[src/rtl/kil_pkg.sv]
`timescale 1ns / 1ps
// ----------------------------------------------------------------------------
// kil_pkg: shared definitions of the keyword and identifier lexer
// Token kinds, input modes, character codes, the token record and the
// bundle of results that one scan step hands to the output buffer.
// ----------------------------------------------------------------------------
package kil_pkg;

	// Default width of the line and column counters.
	localparam int unsigned KIL_POS_WIDTH = 16;

	// Longest identifier that is still accepted.
	localparam logic [7:0] MAX_IDENT_CHARS = 8'd255;

	// Saturation values of the integer literal and of reported positions.
	localparam logic [30:0] INT_MAX31 = 31'h7FFF_FFFF;
	localparam int unsigned RPT_MAX = 65535;

	// Input item modes.
	typedef enum logic [1:0] {
		MODE_CHAR      = 2'd0,
		MODE_LINE_END  = 2'd1,
		MODE_INPUT_END = 2'd2
	} mode_t;

	// Token kinds.
	typedef enum logic [3:0] {
		KIND_LET    = 4'd0,
		KIND_PROC   = 4'd1,
		KIND_IDENT  = 4'd2,
		KIND_INT    = 4'd3,
		KIND_EQ     = 4'd4,
		KIND_LPAREN = 4'd5,
		KIND_RPAREN = 4'd6,
		KIND_LBRACE = 4'd7,
		KIND_RBRACE = 4'd8,
		KIND_SEMI   = 4'd9,
		KIND_EOF    = 4'd10,
		KIND_ERROR  = 4'd11
	} kind_t;

	// Character codes the scanner looks for.
	localparam logic [7:0] CH_LF     = 8'h0A;
	localparam logic [7:0] CH_LPAREN = 8'h28;
	localparam logic [7:0] CH_RPAREN = 8'h29;
	localparam logic [7:0] CH_SLASH  = 8'h2F;
	localparam logic [7:0] CH_ZERO   = 8'h30;
	localparam logic [7:0] CH_NINE   = 8'h39;
	localparam logic [7:0] CH_SEMI   = 8'h3B;
	localparam logic [7:0] CH_EQ     = 8'h3D;
	localparam logic [7:0] CH_UP_A   = 8'h41;
	localparam logic [7:0] CH_UP_Z   = 8'h5A;
	localparam logic [7:0] CH_LO_A   = 8'h61;
	localparam logic [7:0] CH_LO_Z   = 8'h7A;
	localparam logic [7:0] CH_LO_L   = 8'h6C;
	localparam logic [7:0] CH_LO_P   = 8'h70;
	localparam logic [7:0] CH_LBRACE = 8'h7B;
	localparam logic [7:0] CH_RBRACE = 8'h7D;

	// One token as it leaves the block.
	typedef struct packed {
		kind_t       kind;
		logic [15:0] line_no;
		logic [15:0] column_no;
		logic [30:0] int_value;
		logic [7:0]  ident_length;
	} tok_t;

	// Results of one scan step: up to two tokens, plus the halt status.
	typedef struct packed {
		logic [1:0] count;
		logic       halted;
		tok_t       first;
		tok_t       second;
	} scan_res_t;

	// Expected character of a keyword at a given match position.
	function automatic logic [7:0] kw_char(input logic is_let, input logic [1:0] idx);
		logic [7:0] ch;
		ch = 8'h00;
		if (is_let) begin
			case (idx)
				2'd0: ch = 8'h6C; // l
				2'd1: ch = 8'h65; // e
				default: ch = 8'h74; // t
			endcase
		end else begin
			case (idx)
				2'd0: ch = 8'h70; // p
				2'd1: ch = 8'h72; // r
				2'd2: ch = 8'h6F; // o
				default: ch = 8'h63; // c
			endcase
		end
		return ch;
	endfunction

endpackage

[src/rtl/kil_scan.sv]
`timescale 1ns / 1ps
// ----------------------------------------------------------------------------
// kil_scan: lexer state and per-item scan logic
// Holds the scan phase, keyword progress, position counters, number and
// identifier accumulators and the halt flag. For the item presented it
// works out up to two tokens and the next state; the state is updated when
// the item is taken.
// ----------------------------------------------------------------------------
module kil_scan
	import kil_pkg::*;
#(
	parameter int unsigned POSITION_WIDTH = KIL_POS_WIDTH
) (
	input  logic       clk,
	input  logic       arst_n,
	input  logic       step,
	input  logic [1:0] mode,
	input  logic [7:0] char_code,
	output scan_res_t  res
);

	localparam int unsigned PW = POSITION_WIDTH;

	typedef enum logic [2:0] {
		PH_IDLE,
		PH_KW_LET,
		PH_KW_PROC,
		PH_IDENT,
		PH_INT,
		PH_SLASH,
		PH_COMMENT
	} phase_t;

	phase_t        phase_q, nx_phase;
	logic [1:0]    kp_q, nx_kp;
	logic [PW-1:0] line_q, nx_line;
	logic [PW-1:0] col_q, nx_col;
	logic [PW-1:0] tsc_q, nx_tsc;
	logic [30:0]   acc_q, nx_acc;
	logic [7:0]    tlen_q, nx_tlen;
	logic          halted_q, nx_halted;

	logic          a_v, b_v;
	tok_t          a_tok, b_tok;
	logic          do_flush, do_start;
	logic          is_alpha, is_digit, is_alnum, is_let;
	logic [7:0]    digit;
	logic [34:0]   acc_x10;
	logic [15:0]   line_rpt, tsc_rpt, col_rpt;

	// Saturating counter step.
	function automatic logic [PW-1:0] pos_inc(input logic [PW-1:0] v);
		return (&v) ? v : v + 1'b1;
	endfunction

	// 1-based position as reported, limited to the 16-bit port.
	function automatic logic [15:0] pos_report(input logic [PW-1:0] v);
		logic [PW-1:0] w;
		w = pos_inc(v);
		return (PW > 16 && w > PW'(RPT_MAX)) ? 16'hFFFF : 16'(w);
	endfunction

	// Character classes and the decimal accumulator step.
	always_comb begin
		is_alpha = (char_code >= CH_LO_A && char_code <= CH_LO_Z) ||
			(char_code >= CH_UP_A && char_code <= CH_UP_Z);
		is_digit = (char_code >= CH_ZERO && char_code <= CH_NINE);
		is_alnum = is_alpha || is_digit;
		is_let   = (phase_q == PH_KW_LET);
		digit    = char_code - CH_ZERO;
		acc_x10  = 35'({acc_q, 3'b000}) + 35'({acc_q, 1'b0}) + 35'(digit);
		line_rpt = pos_report(line_q);
		tsc_rpt  = pos_report(tsc_q);
		col_rpt  = pos_report(col_q);
	end

	// Next state and tokens for the presented item.
	always_comb begin
		nx_phase  = phase_q;
		nx_kp     = kp_q;
		nx_line   = line_q;
		nx_col    = col_q;
		nx_tsc    = tsc_q;
		nx_acc    = acc_q;
		nx_tlen   = tlen_q;
		nx_halted = halted_q;
		do_flush  = 1'b0;
		do_start  = 1'b0;
		a_v       = 1'b0;
		b_v       = 1'b0;
		b_tok     = '{kind: KIND_EOF, line_no: line_rpt, column_no: tsc_rpt,
			int_value: '0, ident_length: '0};

		// The pending token, as a flush would report it.
		a_tok = '{kind: KIND_IDENT, line_no: line_rpt, column_no: tsc_rpt,
			int_value: '0, ident_length: tlen_q};
		if (phase_q == PH_KW_LET || phase_q == PH_KW_PROC) begin
			a_tok.ident_length = {6'd0, kp_q};
		end else if (phase_q == PH_INT) begin
			a_tok.kind         = KIND_INT;
			a_tok.int_value    = acc_q;
			a_tok.ident_length = '0;
		end

		if (!halted_q) begin
			case (mode)
				MODE_CHAR: begin
					nx_col = pos_inc(col_q);
					case (phase_q)
						PH_SLASH: begin
							if (char_code == CH_SLASH) begin
								nx_phase = PH_COMMENT;
							end else begin
								do_start = 1'b1;
							end
						end
						PH_COMMENT: begin
							if (char_code == CH_LF) begin
								nx_phase = PH_IDLE;
							end
						end
						PH_KW_LET, PH_KW_PROC: begin
							if (char_code == kw_char(is_let, kp_q)) begin
								if (kp_q == (is_let ? 2'd2 : 2'd3)) begin
									b_v        = 1'b1;
									b_tok.kind = is_let ? KIND_LET : KIND_PROC;
									nx_phase   = PH_IDLE;
									nx_kp      = 2'd0;
								end else begin
									nx_kp = kp_q + 2'd1;
								end
							end else if (is_alnum) begin
								// Broken keyword continues as an identifier.
								nx_phase = PH_IDENT;
								nx_tlen  = {6'd0, kp_q} + 8'd1;
								nx_kp    = 2'd0;
							end else begin
								do_flush = 1'b1;
								do_start = 1'b1;
							end
						end
						PH_IDENT: begin
							if (is_alnum) begin
								if (tlen_q >= MAX_IDENT_CHARS) begin
									b_v        = 1'b1;
									b_tok.kind = KIND_ERROR;
									nx_halted  = 1'b1;
									nx_phase   = PH_IDLE;
									nx_tlen    = '0;
								end else begin
									nx_tlen = tlen_q + 8'd1;
								end
							end else begin
								do_flush = 1'b1;
								do_start = 1'b1;
							end
						end
						PH_INT: begin
							if (is_digit) begin
								nx_acc = (acc_x10 > 35'(INT_MAX31)) ? INT_MAX31 : acc_x10[30:0];
							end else begin
								do_flush = 1'b1;
								do_start = 1'b1;
							end
						end
						default: begin
							do_start = 1'b1;
						end
					endcase
				end
				MODE_LINE_END: begin
					do_flush = 1'b1;
					nx_line  = pos_inc(line_q);
					nx_col   = '0;
				end
				MODE_INPUT_END: begin
					do_flush        = 1'b1;
					b_v             = 1'b1;
					b_tok.kind      = KIND_EOF;
					b_tok.line_no   = 16'd1;
					b_tok.column_no = 16'd1;
					nx_line         = '0;
					nx_col          = '0;
					nx_tsc          = '0;
				end
				default: begin
				end
			endcase

			// Emit the pending token and return to idle.
			if (do_flush) begin
				a_v = (phase_q == PH_KW_LET) || (phase_q == PH_KW_PROC) ||
					(phase_q == PH_IDENT) || (phase_q == PH_INT);
				nx_phase = PH_IDLE;
				nx_kp    = '0;
				nx_tlen  = '0;
				nx_acc   = '0;
			end

			// Scan a character from the idle phase; it opens the next token.
			if (do_start) begin
				nx_tsc          = col_q;
				nx_phase        = PH_IDLE;
				b_tok.column_no = col_rpt;
				if (char_code == CH_SLASH) begin
					nx_phase = PH_SLASH;
				end else if (char_code == CH_LO_L) begin
					nx_phase = PH_KW_LET;
					nx_kp    = 2'd1;
				end else if (char_code == CH_LO_P) begin
					nx_phase = PH_KW_PROC;
					nx_kp    = 2'd1;
				end else if (is_alpha) begin
					nx_phase = PH_IDENT;
					nx_tlen  = 8'd1;
				end else if (is_digit) begin
					nx_phase = PH_INT;
					nx_acc   = 31'(digit);
				end else begin
					b_v = 1'b1;
					case (char_code)
						CH_EQ:     b_tok.kind = KIND_EQ;
						CH_LPAREN: b_tok.kind = KIND_LPAREN;
						CH_RPAREN: b_tok.kind = KIND_RPAREN;
						CH_LBRACE: b_tok.kind = KIND_LBRACE;
						CH_RBRACE: b_tok.kind = KIND_RBRACE;
						CH_SEMI:   b_tok.kind = KIND_SEMI;
						default:   b_v = 1'b0;
					endcase
				end
			end
		end
	end

	// Results: the flushed token always comes first.
	always_comb begin
		res.count  = {1'b0, a_v} + {1'b0, b_v};
		res.halted = halted_q;
		res.first  = a_v ? a_tok : b_tok;
		res.second = b_tok;
	end

	// Lexer state.
	always_ff @(posedge clk or negedge arst_n) begin
		if (!arst_n) begin
			phase_q  <= PH_IDLE;
			kp_q     <= '0;
			line_q   <= '0;
			col_q    <= '0;
			tsc_q    <= '0;
			acc_q    <= '0;
			tlen_q   <= '0;
			halted_q <= 1'b0;
		end else if (step) begin
			phase_q  <= nx_phase;
			kp_q     <= nx_kp;
			line_q   <= nx_line;
			col_q    <= nx_col;
			tsc_q    <= nx_tsc;
			acc_q    <= nx_acc;
			tlen_q   <= nx_tlen;
			halted_q <= nx_halted;
		end
	end

endmodule

[src/rtl/kil_out_buf.sv]
`timescale 1ns / 1ps
// ----------------------------------------------------------------------------
// kil_out_buf: two-slot token output buffer
// Takes the tokens of one scan step at once and sends them one per
// transaction. It accepts a new load in the cycle its last token leaves.
// ----------------------------------------------------------------------------
module kil_out_buf
	import kil_pkg::*;
(
	input  logic      clk,
	input  logic      arst_n,
	input  logic      load,
	input  scan_res_t res_in,
	output logic      can_load,
	input  logic      m_tready,
	output logic      m_tvalid,
	output tok_t      tok,
	output logic      last
);

	logic [1:0] cnt_q;
	tok_t       slot0_q, slot1_q;
	logic       send;

	// Handshake and load condition.
	always_comb begin
		m_tvalid = (cnt_q != 2'd0);
		send     = m_tvalid && m_tready;
		can_load = (cnt_q == 2'd0) || (cnt_q == 2'd1 && m_tready);
		tok      = slot0_q;
		last     = (cnt_q == 2'd1);
	end

	// Slot fill count.
	always_ff @(posedge clk or negedge arst_n) begin
		if (!arst_n) begin
			cnt_q <= 2'd0;
		end else if (load) begin
			cnt_q <= res_in.count;
		end else if (send) begin
			cnt_q <= cnt_q - 2'd1;
		end
	end

	// Token slots; the second moves up after the first is sent.
	always_ff @(posedge clk) begin
		if (load) begin
			slot0_q <= res_in.first;
			slot1_q <= res_in.second;
		end else if (send) begin
			slot0_q <= slot1_q;
		end
	end

endmodule

[src/rtl/keyword_identifier_lexer.sv]
`timescale 1ns / 1ps
// A token is offered on the master side from the two-slot output buffer: its input
// item is first held in the input register, then its tokens are loaded into the buffer.
// Throughput: one input item per cycle while the output buffer can take its tokens;
// an item that yields two tokens fills the buffer, so a following one with tokens waits.
// A stalled receiver holds the input once the buffer cannot take the next load.
// Reset (arst_n low) returns the lexer to line 1, column 1 between tokens,
// clears the halt after an over-long identifier and empties the output buffer.
// ----------------------------------------------------------------------------
// keyword_identifier_lexer: streaming tokenizer for a small language
// Scans one source character per transaction, with line-end and input-end
// markers, and emits let/proc/identifier/integer/punctuation/eof/error tokens
// with their 1-based start line and column.
// ----------------------------------------------------------------------------
module keyword_identifier_lexer
	import kil_pkg::*;
#(
	parameter int unsigned POSITION_WIDTH = KIL_POS_WIDTH
) (
	input  logic        clk,
	input  logic        arst_n,
	input  logic        s_tvalid,
	output logic        s_tready,
	input  logic [7:0]  s_tdata,  // [7:0] char_code
	input  logic [1:0]  s_tuser,  // [1:0] mode
	output logic        m_tvalid,
	input  logic        m_tready,
	output logic [71:0] m_tdata,  // [15:0] line_no, [31:16] column_no,
	                              // [62:32] int_value, [70:63] ident_length, [71] zero
	output logic [3:0]  m_tuser,  // [3:0] kind
	output logic        m_tlast   // last token of its input item
);

	logic       valid_s1;
	logic [1:0] mode_s1;
	logic [7:0] char_s1;
	logic       step;
	logic       can_load;
	scan_res_t  res;
	tok_t       tok;

	// An item leaves the input register when its tokens fit in the buffer.
	always_comb begin
		step     = valid_s1 && (can_load || res.count == 2'd0);
		s_tready = !valid_s1 || step;
	end

	// Input register.
	always_ff @(posedge clk or negedge arst_n) begin
		if (!arst_n) begin
			valid_s1 <= 1'b0;
		end else if (s_tready) begin
			valid_s1 <= s_tvalid;
		end
	end

	always_ff @(posedge clk) begin
		if (s_tvalid && s_tready) begin
			mode_s1 <= s_tuser;
			char_s1 <= s_tdata;
		end
	end

	kil_scan #(
		.POSITION_WIDTH(POSITION_WIDTH)
	) u_scan (
		.clk      (clk),
		.arst_n   (arst_n),
		.step     (step),
		.mode     (mode_s1),
		.char_code(char_s1),
		.res      (res)
	);

	kil_out_buf u_out_buf (
		.clk     (clk),
		.arst_n  (arst_n),
		.load    (step && res.count != 2'd0),
		.res_in  (res),
		.can_load(can_load),
		.m_tready(m_tready),
		.m_tvalid(m_tvalid),
		.tok     (tok),
		.last    (m_tlast)
	);

	// Output packing.
	always_comb begin
		m_tuser = tok.kind;
		m_tdata = {1'b0, tok.ident_length, tok.int_value, tok.column_no, tok.line_no};
	end

	// Once halted, the lexer stays halted until reset.
	assert property (@(posedge clk) disable iff (!arst_n) res.halted |=> res.halted)
		else $error("lexer left the halted state without reset");

	// The first of two tokens from one item is never marked last.
	assert property (@(posedge clk) disable iff (!arst_n)
		step && res.count == 2'd2 |=> m_tvalid && !m_tlast)
		else $error("first of a token pair marked last");

	// End of input closes its item and sits at line 1, column 1.
	assert property (@(posedge clk) disable iff (!arst_n)
		m_tvalid && m_tuser == KIND_EOF |-> m_tlast && m_tdata[15:0] == 16'd1 &&
		m_tdata[31:16] == 16'd1)
		else $error("eof token malformed");

	// A halted lexer produces no tokens.
	assert property (@(posedge clk) disable iff (!arst_n)
		$past(res.halted) && res.halted |-> !(step && res.count != 2'd0))
		else $error("token produced while halted");

endmodule

[config.mk]
export PLATFORM = sky130hd
export DESIGN_NAME = keyword_identifier_lexer
export DESIGN_NICKNAME = d
export VERILOG_FILES = /design/src/rtl/kil_pkg.sv /design/src/rtl/kil_scan.sv /design/src/rtl/kil_out_buf.sv /design/src/rtl/keyword_identifier_lexer.sv
export SDC_FILE = /design/constraint.sdc
export NUM_CORES = 1
export LEC_CHECK = 0
export BUFFER_PORTS_ARGS = -buffer_cell sky130_fd_sc_hd__clkbuf_2
export CAP_MARGIN = 40
export CORE_UTILIZATION = 50
export CTS_CLUSTER_SIZE = 25
export DETAILED_ROUTE_END_ITERATION = 10
export PLACE_DENSITY_LB_ADDON = 0.2
export RECOVER_POWER = 25
export REMOVE_ABC_BUFFERS = 1
export SYNTH_ARGS = -nofsm -noshare
export SYNTH_HDL_FRONTEND = slang
export SYNTH_SLANG_ARGS = --single-unit
[constraint.sdc]
create_clock -name clk -period 5.8 [get_ports clk]
set_input_delay 1.16 -clock clk [delete_from_list [all_inputs] [get_ports clk]]
set_output_delay 1.16 -clock clk [all_outputs]
set_load 0.01 [all_outputs]
==> metrics.yaml <==
critPathKind: "reg2out"
drive_gt1_frac: 0.1249
nNetsFinal: 1667
place_hpwl_um: 25070
final.setup.worst_slack_ps: 251.9
worst_setup_hold_path_clk_slew_ps: 60
crit_buf_inv: 2
clock_sinks: 217
cp_top_family: "simple AND/OR/NAND/NOR gates"
grt_max_degree: 62
fin_skew_ps: 11.41
fmax_ghz: 0.1802
powerDensity_mw_per_mm2: 418.0
die_h_um: 168.0
crit_fanout: 7
end_kind: "output port"
finalSetupViolCount: 0
layout_common_cells: "nand2_1 (213), edfxtp_1 (121), nor2_1 (106)"
drtIter0Drc: 926
reg2reg_slack_ps: 700
htreeDepth: 1
clock_power_share: 0.256
fp-row-count: 60
antenna_found_initial: 0
syn_area_mm2: 0.01378
arrival_ps: 4390
dp_cells: 1863
wl_um: 34370
placement.cell_area_mm2: 0.01457
synth_edf_count: 121
root_buffer: "clkbuf_16"
hold_viol: 0
fin_area_mm2: 0.01554
hold_ws_ps: 436.8
regArea_mm2: 0.006037
synth-seq-cells: 217
drc_errors: 0
cp.required_ps: 4640
core-area_mm2: 0.02703
slew_headroom: -1.385
grt_pass1_vias: 10930
cap_violations: 1
overflow: 0
start_util: 0.5099
ys.warnings.count: 0
yosysTopAreaCellShare: 0.2637
ys_types: 93
port_buffers: 91
leakage_nw: 6.545
run_status: "finished with violations"
fin_crit_ps: 5548
max_stage_delay_ps: 520
gp_congestion: 0.9183
synth_area_leader_cell: "edfxtp_1"
grt_pass1_wl_um: 55730
slew_violations: 62
grt.total_usage: 0.2428
place_ws_ps: 475.0
violations: "max-capacitance violations, max-slew violations"
path_cells: "inv_1, ha_2, nand3_2, or4_4, a211o_1, o311a_1, o2bb2ai_2, and3_1, and3b_1, mux2i_1, nand2b_1, ha_1, a211o_1, or2_2, clkbuf_2"
ir_drop_v: 0.0002545
p_int_mw: 4.056
pwr-share-seq: 0.370
power_frac_comb: 0.373
cts_tree: "built"
ios: 93
viasPerCell: 5.893
post_synth.cell_area_avg_um2: 9.260
switching_share: 0.3758
multiInputGateArea_mm2: 0.007197
p_sw_mw: 2.441
syn_inst: 1488
worstSkewPairLatency_ps: 530
cts_hold_buf: 0
synth_area_leaders: "edfxtp_1 (26%), dfrtp_1 (17%), ha_1 (7.4%)"
routedWlPerCell_um: 17.84
die_x_um: 168.0
antenna-diode-count: 0
hold_class: "in2async"
dieArea_mm2: 0.02823
numCtsBuffers: 25
vias: 11350
p_total_mw: 6.497
rsz0062_at_grt: "false"
cp-start-kind: "flip-flop"
async_reset_ff_frac: 0.4424
post-route-period-util: 0.9566
final_cells: 1926
crit_top_cell: "a211o_1"
fill_cells: 2407
area_delta_synth_final_pct: 12.79
ys_seq_area_frac: 0.4380
antenna_left: 0
drt-pass1-iter-count: 5
synthFlopType: "edfxtp_1"
final_common_cell: "nand2_1"
tightest_slew_ps: 3577
cts.path.max_buffers: 3
cpMaxStageDelayCell: "or4_4"
## path summary, 6_finish.rpt
check	from	end	cells past startpoint
min in group clk	u_scan.acc_q[3]	u_scan.acc_q[3]	2
setup reg to reg	char_s1[4]	u_out_buf.tok[45]	19
hold reg to reg	u_scan.acc_q[3]	u_scan.acc_q[3]	2
setup / recovery	char_s1[4]	s_tready	15
hold / removal	arst_n	u_scan.acc_q[2]	1
max in group asynchronous	arst_n	u_scan.kp_q[0]	3
## metal layers
| layer | GRT usage | vias up | share of wire |
|---|---|---|---|
| met2 | 0.3899 | 323 | 0.45 |
| met5 | 0 | - | 0 |
| li1 | - | 5546 | - |
| met3 | 0.03385 | 63 | 0.056 |
| met1 | 0.3409 | 5417 | 0.47 |
| met4 | 0.07419 | 0 | 0.025 |
## area by class of cell
cell class | count | share of cell area
multi-input combinational | 1134 | 0.4631
sequential | 217 | 0.3885
timing repair buffer | 135 | 0.05153
clock buffer | 33 | 0.04541
tap | 341 | 0.02745
inverter | 53 | 0.01280
clock inverter | 13 | 0.01127
## synthesized netlist by cell type (all sizes together) (5+ instances only)
cell type and instances:
or3 15, o21a 6, nand3 69, mux2i 17, o31ai 10, a211oi 14
a221o 6, nand2 215, and3 17, nor2b 9, fa 6, xnor2 39
o221ai 10, nand2b 8, clkbuf 51, nand4 19, and2 42, inv 53
a21oi 83, nor2 108, nor3 56, or2 10, xor2 31, edfxtp 121
buf 33, a22o 11, a2111oi 5, mux2 8, o22ai 9, o211ai 12
o21bai 6, dfrtp 96, a21boi 6, nor4 10, a21o 7, a31oi 12
ha 81, o21ai 117
## power by group through the flow
stage | sequential (mW) | clock, mW | combinational [mW]
finish | 2.41 | 1.67 | 2.43
global route | 2.45 | 1.76 | 2.67
CTS | 2.42 | 1.70 | 2.40
detailed placement | 2.44 | 0 | 2.39
global placement | 2.43 | 0 | 2.35
floorplan | 2.56 | 0 | 1.40
## sequential cells by signal (all words and copies together) (netlist names), 3 cells and up
signal and cells:
u_scan.acc_q 31, u_out_buf.tok 75, u_scan.phase_q 3, u_scan.line_q 16, u_out_buf.slot1_q 36, char_s1 8
u_scan.tsc_q 16, u_scan.tlen_q 8, u_scan.col_q 16
## through the flow
step | util | setup TNS (ps)
2_1_floorplan | - | -9484
3_3_place_gp | 0.5377 | 0
3_5_place_dp | 0.5392 | 0
4_1_cts | 0.5719 | 0
5_1_grt | 0.5750 | 0
6_report | 0.5750 | 0
## logic make-up after synthesis
group / synth area share
compound gates: 0.1682
simple gates: 0.2056
xor+xnor: 0.04449
fa+ha+maj: 0.08227
other cells: 0.0002721
mux: 0.01889
buf+inv: 0.04231
flops: 0.4380
## what timing repair did
action / in CTS / in global routing
pin swaps: 0 / 2
resized for setup: 1 / 3
buffers inserted: 0 / 17
setup endpoints to repair: 1 / 1
No activity file was read; power rests on OpenSTA's default activity.
